File: src/hw/rtl/assert_macros.svh
// ---------------------------------------------------------------------------
// Assertion macros
// Shared shorthand for the concurrent assertions of the chunk receipt tracker.
// ---------------------------------------------------------------------------
`ifndef ASSERT_MACROS_SVH
`define ASSERT_MACROS_SVH

// A property that must hold at every clock edge outside reset.
`define CRT_ASSERT(label, prop, msg) \
    label: assert property (@(posedge aclk) disable iff (!aresetn) prop) else $error(msg);

// A condition that must be followed by another one in the next cycle.
`define CRT_ASSERT_NEXT(label, pre, post, msg) \
    label: assert property (@(posedge aclk) disable iff (!aresetn) (pre) |=> (post)) \
        else $error(msg);

`endif

File: src/hw/rtl/crt_pkg.sv
`timescale 1ns / 1ps
// ---------------------------------------------------------------------------
// Chunk receipt tracker package
// Sizes, field codes and shared types of the chunk receipt tracker.
// ---------------------------------------------------------------------------
package crt_pkg;

    localparam int MAP_ENTRIES = 16384;
    localparam int CHUNK_BYTES = 1440;

    localparam int ROW_W  = 32;
    localparam int ROWS   = (MAP_ENTRIES + ROW_W - 1) / ROW_W;
    localparam int ROW_AW = $clog2(ROWS);
    localparam int BIT_W  = $clog2(ROW_W);
    localparam int IDX_W  = ROW_AW + BIT_W;

    localparam longint CAPACITY = longint'(MAP_ENTRIES) * longint'(CHUNK_BYTES);
    localparam int TOT_W   = $clog2(CAPACITY + 1);
    localparam int CHUNK_W = $clog2(CHUNK_BYTES + 1);
    localparam int OFS_W   = IDX_W + CHUNK_W;

    // Reciprocal of the chunk size, exact for every dividend below the capacity.
    localparam int     RECIP_SHIFT = TOT_W + CHUNK_W;
    localparam longint RECIP       = ((longint'(1) << RECIP_SHIFT) + CHUNK_BYTES - 1)
                                     / CHUNK_BYTES;
    localparam int     RECIP_W     = $clog2(RECIP + 1);
    localparam int     PROD_W      = TOT_W + RECIP_W + 1;

    localparam int KIND_W    = 2;
    localparam int ADDRESS_W = 32;
    localparam int LEN_W     = 32;
    localparam int BYTES_W   = 11;

    localparam int IN_TDATA_W   = ADDRESS_W + LEN_W;
    localparam int OUT_BYTES_LO = ADDRESS_W;
    localparam int OUT_DONE_BIT = ADDRESS_W + BYTES_W;
    localparam int OUT_USED_W   = ADDRESS_W + BYTES_W + 1;
    localparam int OUT_TDATA_W  = ((OUT_USED_W + 7) / 8) * 8;
    localparam int OUT_PAD_W    = OUT_TDATA_W - OUT_USED_W;

    localparam logic [KIND_W-1:0] KIND_START = 2'd0;
    localparam logic [KIND_W-1:0] KIND_PART  = 2'd1;
    localparam logic [KIND_W-1:0] KIND_QUERY = 2'd2;

    localparam logic REPLY_ACK   = 1'b0;
    localparam logic REPLY_QUERY = 1'b1;

    typedef struct packed {
        logic             ok;
        logic [IDX_W-1:0] idx;
    } part_idx_t;

endpackage

File: src/hw/rtl/crt_part_index.sv
`timescale 1ns / 1ps
// ---------------------------------------------------------------------------
// Part index unit
// Two-stage pipeline turning a part address into a chunk index of the map.
// ---------------------------------------------------------------------------
module crt_part_index (
    input  logic                           aclk,
    input  logic                           load,
    input  logic [crt_pkg::ADDRESS_W-1:0]  address,
    input  logic [crt_pkg::ADDRESS_W-1:0]  base_address,
    output crt_pkg::part_idx_t             part
);
    import crt_pkg::*;

    logic [ADDRESS_W-1:0] diff;
    logic                 ok_reg;
    logic [TOT_W-1:0]     diff_reg;
    logic [PROD_W-1:0]    prod;
    part_idx_t            part_reg;

    assign diff = address - base_address;

    // The offset is registered on load; ok marks one inside the capacity.
    always_ff @(posedge aclk) begin
        if (load) begin
            ok_reg   <= (address >= base_address) && (diff < ADDRESS_W'(CAPACITY));
            diff_reg <= diff[TOT_W-1:0];
        end
    end

    assign prod = PROD_W'(diff_reg) * PROD_W'(RECIP);

    always_ff @(posedge aclk) begin
        part_reg.ok  <= ok_reg;
        part_reg.idx <= prod[RECIP_SHIFT +: IDX_W];
    end

    assign part = part_reg;

endmodule

File: config.mk
export PLATFORM = sky130hd
export DESIGN_NAME = crt_part_index
export DESIGN_NICKNAME = d
export VERILOG_FILES = /design/src/hw/rtl/assert_macros.svh /design/src/hw/rtl/crt_pkg.sv /design/src/hw/rtl/crt_part_index.sv
export SDC_FILE = /design/constraint.sdc
export NUM_CORES = 1
export LEC_CHECK = 0
export BUFFER_PORTS_ARGS = -buffer_cell sky130_fd_sc_hd__clkbuf_2
export CAP_MARGIN = 20
export CORE_MARGIN = 3
export CORE_UTILIZATION = 50
export CTS_CLUSTER_SIZE = 16
export DETAILED_ROUTE_END_ITERATION = 12
export PLACE_DENSITY = 0.78
export REMOVE_ABC_BUFFERS = 1
export SYNTH_ARGS = -nofsm -noshare
export SYNTH_HDL_FRONTEND = slang
export SYNTH_SLANG_ARGS = --single-unit
File: constraint.sdc
create_clock -name aclk -period 7.6 [get_ports aclk]
set_clock_uncertainty 0.05 [all_clocks]
set_input_delay 1.52 -clock aclk [delete_from_list [all_inputs] [get_ports aclk]]
set_output_delay 1.52 -clock aclk [all_outputs]
set_load 0.005 [all_outputs]
; ---- After elaboration in Yosys (flattened, before gate mapping)
; Cells that the tools add are included.
[op_classes]
shift = 0
div = 0
magnitude_cmp = 2
n_mux = 0
add_sub_neg = 1
reduce_logical = 1
n_mul = 1
n_eq_ne = 0
bitwise = 0
[ops]
columns = op, count
row1 = "multiplier 25 x 26 -> 50 bit, second input constant", 1
row2 = >= comparator 32 bit, 1
row3 = "< comparator 32 x 25 -> 1 bit, second input constant", 1
row4 = subtractor 32 bit, 1
row5 = logical AND 1 bit, 1
[word_totals]
rom_bits = 0
ram_bits = 0
inputBits = 66
memories = 0
regBits = 41
wordCells = 9
latchBits = 0

; ---- Longest topological paths before layout
; Gate-level depths: netlist (run 1).
[depth]
depth_word = 3
depth_mapped = 25
ltp_nobuf = 25

; ---- Worst setup path after synthesis (run 1)
; OpenSTA, ideal clock, no wires.
[synth_path]
kind = register to register
start = register diff_reg[21]
end = register part_reg, in the netlist part[11]
arrival_ns = 5.918
path_slack_ns = 1.560
required_ns = 7.478
setup_ns = 0.072
path_stages_with_launch = 22
period_less_slack_ns = 6.040
cell_sequence = edfxtp_1 ha_1 inv_1 fa_1 inv_1 fa_1 fa_1 fa_1 fa_1 inv_1 fa_1 inv_1 ha_1 and3_1 a221o_1 a31oi_1 o31a_1 o211a_1 o21ai_1 a21o_1 a41oi_1 xnor2_1
[synth_between]
elab_chain_cells = 1
[synth_rtl]
columns = item, line
row1 = start: declaration, crt_part_index.sv:17  ; logic [TOT_W-1:0] diff_reg;
row2 = start signal: assignment, crt_part_index.sv:27  ; diff_reg <= diff[TOT_W-1:0];
row3 = multiplier 25 x 26 -> 50 bit, crt_part_index.sv:31  ; assign prod = PROD_W'(diff_reg) * PROD_W'(RECIP);
row4 = net prod[47], crt_part_index.sv:18  ; logic [PROD_W-1:0] prod;
row5 = end: declaration, crt_part_index.sv:19  ; part_idx_t part_reg;
; The timed path passes the listed nets, and every way through them passes these cells.
; A chain may end at the register's enable or synchronous reset.

; ---- Worst setup path after layout (run 1)
; Ends and elaborated chain as after synthesis.

==> summary.txt, run 1 <==
Clock tree
  – PostCTS Resize Cnt: 0
  – Root buffer cell: clkbuf_16
  – Postcts setup bufs: 0
  – Hold Buf Count CTS: 0
  – Reg clk slew, reported paths: 0.06 ns
  – CTS tree: built
  – # clock sinks: 41
  – Number of H-tree levels: 2
  – TritonCTS buffer count: 5
  – Clk_lat worst skew: 0.30 ns
  – Clock Tree Buf Depth: 2

Critical path
  – Crit Path Class: flip-flop to flip-flop
  – RR Endpoint: part[11]
  – Register-to-Register Setup Slack: 0.94 ns
  – CP arrival: 6.84 ns
  – Crit end category: flip-flop
  – CP required: 7.78 ns
  – Critical Path Fanout Max: 5
  – Worst-case reg-to-reg path depth: 21
  – RR Startpoint: diff_reg[21]
  – CP Launch Type: flip-flop

STA
  – Fmax: 0.150 GHz
  – Setup TNS: 0 ns
  – Final Critical Period: roughly 6.7 ns
  – Relative slew slack: 0.526
  – WHS: about 0.3 ns
  – Final hold vios: 0
  – Unrepaired setup endpoints after global routing: no
  – Setup ws final: 0.939 ns
  – Period utilisation layout: 0.876
  – Final setup fails: 0
  – Max-slew violation count: 0
  – Slew @ Worst Pin: 0.711 ns

Placed design
  – Dpl ws: between 0.9 and 1 ns
  – Hpwl dp: 24.6 mm
  – Port Buffer Count: 80
  – Gp weighted congestion: 0.969

Global routing
  – Vias in the first global route: 8,879
  – Grt met1 use: 0.295
  – First-pass GRT wire length: 43.9 mm
  – Initial antenna violation count: 0
  – GRT Resource Usage Total: 0.224
  – Largest net degree at the start of global routing: 27
  – Busiest grt layer: met2
  – Met2 Use GR: 0.384
  – Grt total ovfl: 0
  – Met3 global-route usage: 0.0224

Min path
  – Hold Path Origin: ok_reg
  – Hold EP: part[14]
  – Hold Path Depth: 0
  – HP Class: flip-flop to flip-flop

Yosys
  – Sequential element share of the synthesized area: 0.0938
  – Dominant cell type by area after synthesis: fa_1
  – Number of enable flip-flop cells after synthesis: 26
  – Yosys warnings: 0
  – Gate Count Post-Synth: 1,209
  – Post-synthesis instance area: 11,500 um^2
  – Synth Register Bits: 41
  – Distinct cell type count after synthesis: 60
  – Post-synth top area share: 0.297
  – Ys flop type: edfxtp_1
  – Syn Area/Cell: 9.54 um^2
  – Top cells by area, synth: fa_1, ha_1, inv_1, edfxtp_1, a21o_1
  – FFs w/ async S/R, synth: 0

Finish
  – Footprint of the multi-input gates: 9140 um^2
  – Fin nets: 1,784
  – Ant. Diodes: 0
  – Max reg flops: 25
  – Final core utilization: 0.557
  – Commonest non-fill, non-tap cell in the layout: inv_1
  – Area grow syn2layout: 7.42%
  – Share of layout cells above drive strength 1: 0.0745
  – Commonest non-fill, non-tap cells in the layout: inv_1, ha_1, fa_1, clkbuf_2, a21oi_1
  – Storage cell area: 1080 um^2
  – Fillers: about 1,800

Floorplan
  – Core Box Area: ~22,000 um^2
  – IO Count: 81
  – Die Span Y: 158 um
  – Die width: 158 um
  – Die area: 24,900 um^2
  – Initial Utilization: 0.519
  – Rows: 54

Route
  – Initial DRT Pass Iterations: 5
  – ANT nets after route: 0
  – Routed WL: 27.1 mm
  – DRC Markers: 0
  – Drt first-iter violations: 526
  – Vias per cell: between 5 and 6
  – Per-cell routed wire length: 17.3 um
  – Vias: roughly 8,600

Flow run
  – Max-Cap Viols: 0

Run status
  – Status: finished, final reports clean
per-stage QoR:
step | cell area [um^2] | cells
2_1_floorplan | 11500 | 1201
3_3_place_gp | 12200 | 1561
3_5_place_dp | 12200 | 1561
4_1_cts | 12400 | 1569
5_1_grt | 12400 | 1569
6_report | 12400 | 1569
worst max path at each step:
stage	depth (start not counted)	slack [ns]	start	endpoint
detailed placement	21	0.94	diff_reg[21]	part[11]
global placement	21	1.02	diff_reg[21]	part[11]
floorplan	21	1.56	diff_reg[21]	part[11]
finish	21	0.94	diff_reg[21]	part[11]
CTS	21	0.92	diff_reg[21]	part[11]
global route	21	0.64	diff_reg[21]	part[7]
cells by family (layout without fill, tap and decap cells):
group	Yosys count	after routing	share of synthesized area
compound gates	195	195	0.113
xor+xnor	47	47	0.0357
fa+ha+maj	430	430	0.578
buf+inv	349	429	0.114
flops	41	41	0.0938
mux	2	2	0.00184
simple gates	145	145	0.0636
routing by layer:
metal	vias to the layer above	part of all wire	routed length, um
met1	4232	0.43	11600
met3	51	0.050	1360
li1	4082	-	-
met5	-	0	0
met2	266	0.49	13200
met4	0	0.035	950
synth_stat cells, types with 17 or more instances:
| cell | number |
|---|---|
| o21ai_0 | 22 |
| ha_1 | 259 |
| xor2_1 | 17 |
| fa_1 | 171 |
| edfxtp_1 | 26 |
| a21o_1 | 43 |
| inv_1 | 341 |
| xnor2_1 | 30 |
| nor2_1 | 27 |
| a21oi_1 | 56 |
| nand2_1 | 40 |
critical path, cell delays in order, from the launching register on:
cell and delay (ns):
edfxtp_1 0.47, ha_1 0.43, inv_1 0.09, fa_1 0.54, inv_1 0.05, fa_1 0.58
fa_1 0.47, fa_1 0.52, fa_1 0.55, inv_1 0.06, fa_1 0.53, inv_1 0.05
ha_1 0.34, and3_1 0.18, a221o_1 0.30, a31oi_1 0.20, o31a_1 0.16, o211a_1 0.23
o21ai_1 0.13, a21o_1 0.27, a41oi_1 0.26, xnor2_1 0.13
final cells by class:
type | count | area share
well taps | 280 | 0.0283
repair buffers | 80 | 0.0323
inverters | 341 | 0.103
multi-input cells | 819 | 0.738
clock buffers | 7 | 0.0107
clock inverters | 1 | 0.000404
flip-flops and latches | 41 | 0.0873
Power of run 1 is left out: the tool's default activity adds up to more than one toggle a clock period on the data nets, which glitch-free logic cannot reach.
==> inputs of run 2 (changes only) <==
--- a/config.mk
+++ b/config.mk
@@ -11,7 +11,8 @@
 export CORE_UTILIZATION = 50
 export CTS_CLUSTER_SIZE = 16
 export DETAILED_ROUTE_END_ITERATION = 12
-export PLACE_DENSITY = 0.78
+export GPL_TIMING_DRIVEN = 0
+export PLACE_DENSITY = 0.67
 export REMOVE_ABC_BUFFERS = 1
 export SYNTH_ARGS = -nofsm -noshare
 export SYNTH_HDL_FRONTEND = slang
==> run 2 against run 1 <==
Effect of this change:
- register-to-register slack worse by 0.02 ns
- core utilization is 0.14 points higher
- setup slack got worse by 0.020 ns
- maximum frequency is 0.29% lower
- largest cell class unchanged
- highest routed layer unchanged
==> summary.txt, run 2 (synthesized netlist as in run 1, its figures left out) <==
Run status
  – Status: finished, final reports clean

Critical path
  – RR Endpoint: part[11]
  – Cell Chain, Critical Path: ha_1 > inv_1 > fa_1 > inv_1 > fa_1 > fa_1 > fa_1 > fa_1 > inv_1 > fa_1 > inv_1 > ha_1 > and3_1 > a221o_1 > a31oi_1 > o31a_1 > o211a_1 > o21ai_1 > a21o_1 > a41oi_1 > xnor2_1
  – Max incr delay on CP: around 0.58 ns
  – CP required: between 7 and 8 ns
  – CP max-delay cell: fa_1
  – Top delay family on crit path: adder cells
  – CP Launch Type: flip-flop
  – Register-to-Register Setup Slack: 0.92 ns
  – RR Startpoint: diff_reg[21]
  – Cell mode on critical path: fa_1
  – CP arrival: slightly below 7 ns
  – Buf+Inv Stages, Crit Path: 4
  – Crit end category: flip-flop
  – Worst-case reg-to-reg path depth: 21
  – Crit Path Class: flip-flop to flip-flop
  – Critical Path Fanout Max: 5

STA
  – Final setup fails: 0
  – Fmax: 0.150 GHz
  – Final hold vios: 0
  – Relative slew slack: 0.572
  – Period utilisation layout: 0.879
  – Unrepaired setup endpoints after global routing: no
  – Slew @ Worst Pin: 0.643 ns
  – Max-slew violation count: 0
  – Setup TNS: 0 ns
  – Final Critical Period: between 6 and 7 ns

Global routing
  – Initial antenna violation count: 0
  – Grt total ovfl: 0
  – Largest net degree at the start of global routing: 27
  – GRT Resource Usage Total: 0.215
  – First-pass GRT wire length: 42.0 mm
  – Vias in the first global route: 8,389

Route
  – Vias per cell: between 5 and 6
  – DRC Markers: 0
  – Vias: 8,313
  – Drt first-iter violations: 432
  – Per-cell routed wire length: around 16 um
  – Initial DRT Pass Iterations: 5
  – ANT nets after route: 0
  – Routed WL: 25.8 mm

Clock tree
  – Clock Tree Buf Depth: 2
  – Number of H-tree levels: 2
  – # clock sinks: 41
  – Hold Buf Count CTS: 0
  – Root buffer cell: clkbuf_16
  – CTS tree: built
  – Clk_lat worst skew: 0.30 ns
  – TritonCTS buffer count: 5
  – Reg clk slew, reported paths: ~0.08 ns
  – PostCTS Resize Cnt: 0
  – Postcts setup bufs: 0

Placed design
  – Placed Cells incl. Taps: 1,561
  – Port Buffer Count: 80
  – Cell Area, Placed: about 12,000 um^2
  – Hpwl dp: 23.6 mm
  – Gp weighted congestion: 0.910

Finish
  – Area grow syn2layout: 7.70%
  – Layout Cells excl Fill: 1,569
  – Share of layout cells above drive strength 1: 0.0760
  – Fin nets: 1,784
  – Commonest non-fill, non-tap cell in the layout: inv_1
  – Ant. Diodes: 0
  – Max reg flops: 25
  – Final Cell Area: 12,400 um^2
  – Commonest non-fill, non-tap cells in the layout: inv_1, ha_1, fa_1, clkbuf_2, a21oi_1

Min path
  – Hold Path Origin: ok_reg
  – Hold Path Depth: 0
  – HP Class: flip-flop to flip-flop
  – Hold EP: part[14]

Floorplan
  – Rows: 54
  – Die width: roughly 160 um
  – IO Count: 81
  – Die Span Y: 158 um
  – Die area: approximately 25,000 um^2
  – Initial Utilization: 0.519
  – Core Box Area: between 20,000 and 25,000 um^2

Flow run
  – Max-Cap Viols: 0
==> run 2: cell types whose count changed in the layout (fill, tap and decap cells not counted) <==
cell / before / now
clkinv_2: 1 / 0
bufinv_16: 0 / 1
inv_6: 0 / 1
clkbuf_1: 2 / 0
clkinvlp_2: 0 / 1
==> run 2: routing by layer <==
layer,global-route usage,part of all wire,vias up
met5,0,0,-
met4,0.0442,0.017,0
met3,0.0178,0.037,25
met2,0.361,0.48,183
met1,0.306,0.47,4014
li1,-,-,4091
==> run 2: worst reg2reg max path: stages (launching register included) <==
cell      delay [ns]
edfxtp_1        0.47
ha_1            0.40
inv_1           0.08
fa_1            0.53
inv_1           0.05
fa_1            0.58
fa_1            0.49
fa_1            0.52
fa_1            0.55
inv_1           0.05
fa_1            0.53
inv_1           0.04
ha_1            0.33
and3_1          0.19
a221o_1         0.31
a31oi_1         0.27
o31a_1          0.18
o211a_1         0.22
o21ai_1         0.13
a21o_1          0.26
a41oi_1         0.26
xnor2_1         0.14
==> run 2: how the worst max path moves through the flow <==
stage               slack (ns)          from  cells after the start        to
finish                    0.92  diff_reg[21]                     21  part[11]
global route              0.48  diff_reg[17]                     20  part[13]
CTS                       0.86  diff_reg[21]                     21  part[11]
detailed placement        0.86  diff_reg[21]                     21  part[11]
global placement          0.91  diff_reg[21]                     21  part[11]
floorplan                 1.56  diff_reg[21]                     21  part[11]
==> run 2: area by class of cell <==
cell class / instances / area [um^2]
Fill cell: 2020 / 9810
Multi-Input combinational cell: 819 / 9140
Inverter: 341 / 1280
Sequential cell: 41 / 1080
Timing Repair Buffer: 80 / 400
Tap cell: 280 / 350
Clock buffer: 5 / 125
Clock inverter: 3 / 43.8
==> run 2: metrics by stage <==
step	utilization	hold slack, ns	setup WS [ns]
floorplan	-	0.273	1.56
global placement	0.551	0.296	0.910
detailed placement	0.551	0.279	0.859
CTS	0.559	0.316	0.860
global route	0.559	0.333	0.483
finish	0.559	0.315	0.919
Power of run 2 is left out for the same reason.
==> inputs of run 3 (changes only) <==
--- a/config.mk
+++ b/config.mk
@@ -13,6 +13,7 @@
 export DETAILED_ROUTE_END_ITERATION = 12
 export GPL_TIMING_DRIVEN = 0
 export PLACE_DENSITY = 0.67
+export RECOVER_POWER = 25
 export REMOVE_ABC_BUFFERS = 1
 export SYNTH_ARGS = -nofsm -noshare
 export SYNTH_HDL_FRONTEND = slang
==> run 3 against run 2 <==
Effect of this change:
- count of clock-buffer cells in the layout unchanged
- flip-flop and latch count unchanged
- worst hold slack stayed put
- global-route usage stayed put
- critical path type unchanged
- highest routed layer unchanged
==> summary.txt, run 3 (synthesized netlist as in run 1, its figures left out) <==
Run status
  – Status: finished, final reports clean

Placed design
  – Gp weighted congestion: about 0.9
  – Hpwl dp: around 24 mm
  – Port Buffer Count: 80

STA
  – Setup TNS: 0 ns
  – Max-slew violation count: 0
  – Slew @ Worst Pin: 1.37 ns
  – Final setup fails: 0
  – Final Critical Period: 6.68 ns
  – Final hold vios: 0
  – Period utilisation layout: 0.879
  – Unrepaired setup endpoints after global routing: no
  – Fmax: 0.150 GHz
  – Relative slew slack: 0.0837

Global routing
  – Initial antenna violation count: 0
  – First-pass GRT wire length: 42.0 mm
  – Vias in the first global route: 8,389
  – Largest net degree at the start of global routing: 27
  – Grt total ovfl: 0
  – GRT Resource Usage Total: 0.215

Floorplan
  – Die area: between 20,000 and 25,000 um^2
  – Rows: 54
  – Die width: 158 um
  – Core Box Area: 22,200 um^2
  – Initial Utilization: 0.519
  – IO Count: 81
  – Die Span Y: 158 um

Clock tree
  – Root buffer cell: clkbuf_16
  – Clk_lat worst skew: 0.30 ns
  – Number of H-tree levels: 2
  – # clock sinks: 41
  – Hold Buf Count CTS: 0
  – PostCTS Resize Cnt: 0
  – CTS tree: built
  – TritonCTS buffer count: 5
  – Clock Tree Buf Depth: 2
  – Postcts setup bufs: 0
  – Reg clk slew, reported paths: 0.08 ns

Critical path
  – CP arrival: 6.87 ns
  – CP Launch Type: flip-flop
  – Crit Path Class: flip-flop to flip-flop
  – Crit end category: flip-flop
  – Critical Path Fanout Max: 5
  – CP required: 7.79 ns

Flow run
  – Max-Cap Viols: 0

Route
  – Vias: 8,321
  – Per-cell routed wire length: 16.5 um
  – Initial DRT Pass Iterations: 5
  – DRC Markers: 0
  – Routed WL: 25.8 mm
  – Drt first-iter violations: 432
  – Vias per cell: 5.30
  – ANT nets after route: 0

Finish
  – Area grow syn2layout: 7.68%
  – Commonest non-fill, non-tap cell in the layout: inv_1
  – Share of layout cells above drive strength 1: 0.0753
  – Max reg flops: 25
  – Fin nets: 1,784
  – Commonest non-fill, non-tap cells in the layout: inv_1, ha_1, fa_1, clkbuf_2, a21oi_1
  – Ant. Diodes: 0

Min path
  – HP Class: flip-flop to flip-flop
[run 3: cell counts in the layout (fill, tap and decap cells not counted)]
Identical to the previous run, type by type.
[run 3: worst paths after layout]
path                     start       end  slack, ns  cells after the start
hold / removal          ok_reg  part[14]       0.32                      0
setup reg to reg  diff_reg[21]  part[11]       0.92                     21
setup / recovery  diff_reg[21]  part[11]       0.92                     21
hold reg to reg         ok_reg  part[14]       0.32                      0
[run 3: cell type report]
type	count	area [um^2]
Clock buffer	5	125
Clock inverter	3	43.8
Fill cell	2020	9810
Inverter	341	1280
Multi-Input combinational cell	819	9140
Sequential cell	41	1080
Tap cell	280	350
Timing Repair Buffer	80	399
[run 3: metrics by stage]
step	hold slack [ns]	util	area, um^2	std cells	setup WS [ns]
after floorplan	0.273	-	11500	1201	1.56
after global placement	0.296	0.551	12200	1561	0.910
after detailed placement	0.279	0.551	12200	1561	0.859
after CTS	0.316	0.559	12400	1569	0.860
after global routing	0.333	0.558	12400	1569	0.483
final	0.315	0.558	12400	1569	0.919
[run 3: layer usage]
layer	up-vias	part of all wire	routed length, um	global-route usage
li1	4093	-	-	-
met1	4011	0.47	12000	0.306
met2	194	0.48	12400	0.361
met3	23	0.038	984	0.0178
met4	0	0.017	433	0.0442
met5	-	0	0	0
[run 3: critical path: stages (launching register included)]
cell	delay (ns)
edfxtp_1	0.47
ha_1	0.40
inv_1	0.08
fa_1	0.53
inv_1	0.05
fa_1	0.58
fa_1	0.48
fa_1	0.52
fa_1	0.55
inv_1	0.05
fa_1	0.53
inv_1	0.04
ha_1	0.33
and3_1	0.19
a221o_1	0.31
a31oi_1	0.27
o31a_1	0.18
o211a_1	0.21
o21ai_1	0.13
a21o_1	0.26
a41oi_1	0.25
xnor2_1	0.14
Power of run 3 is left out for the same reason.
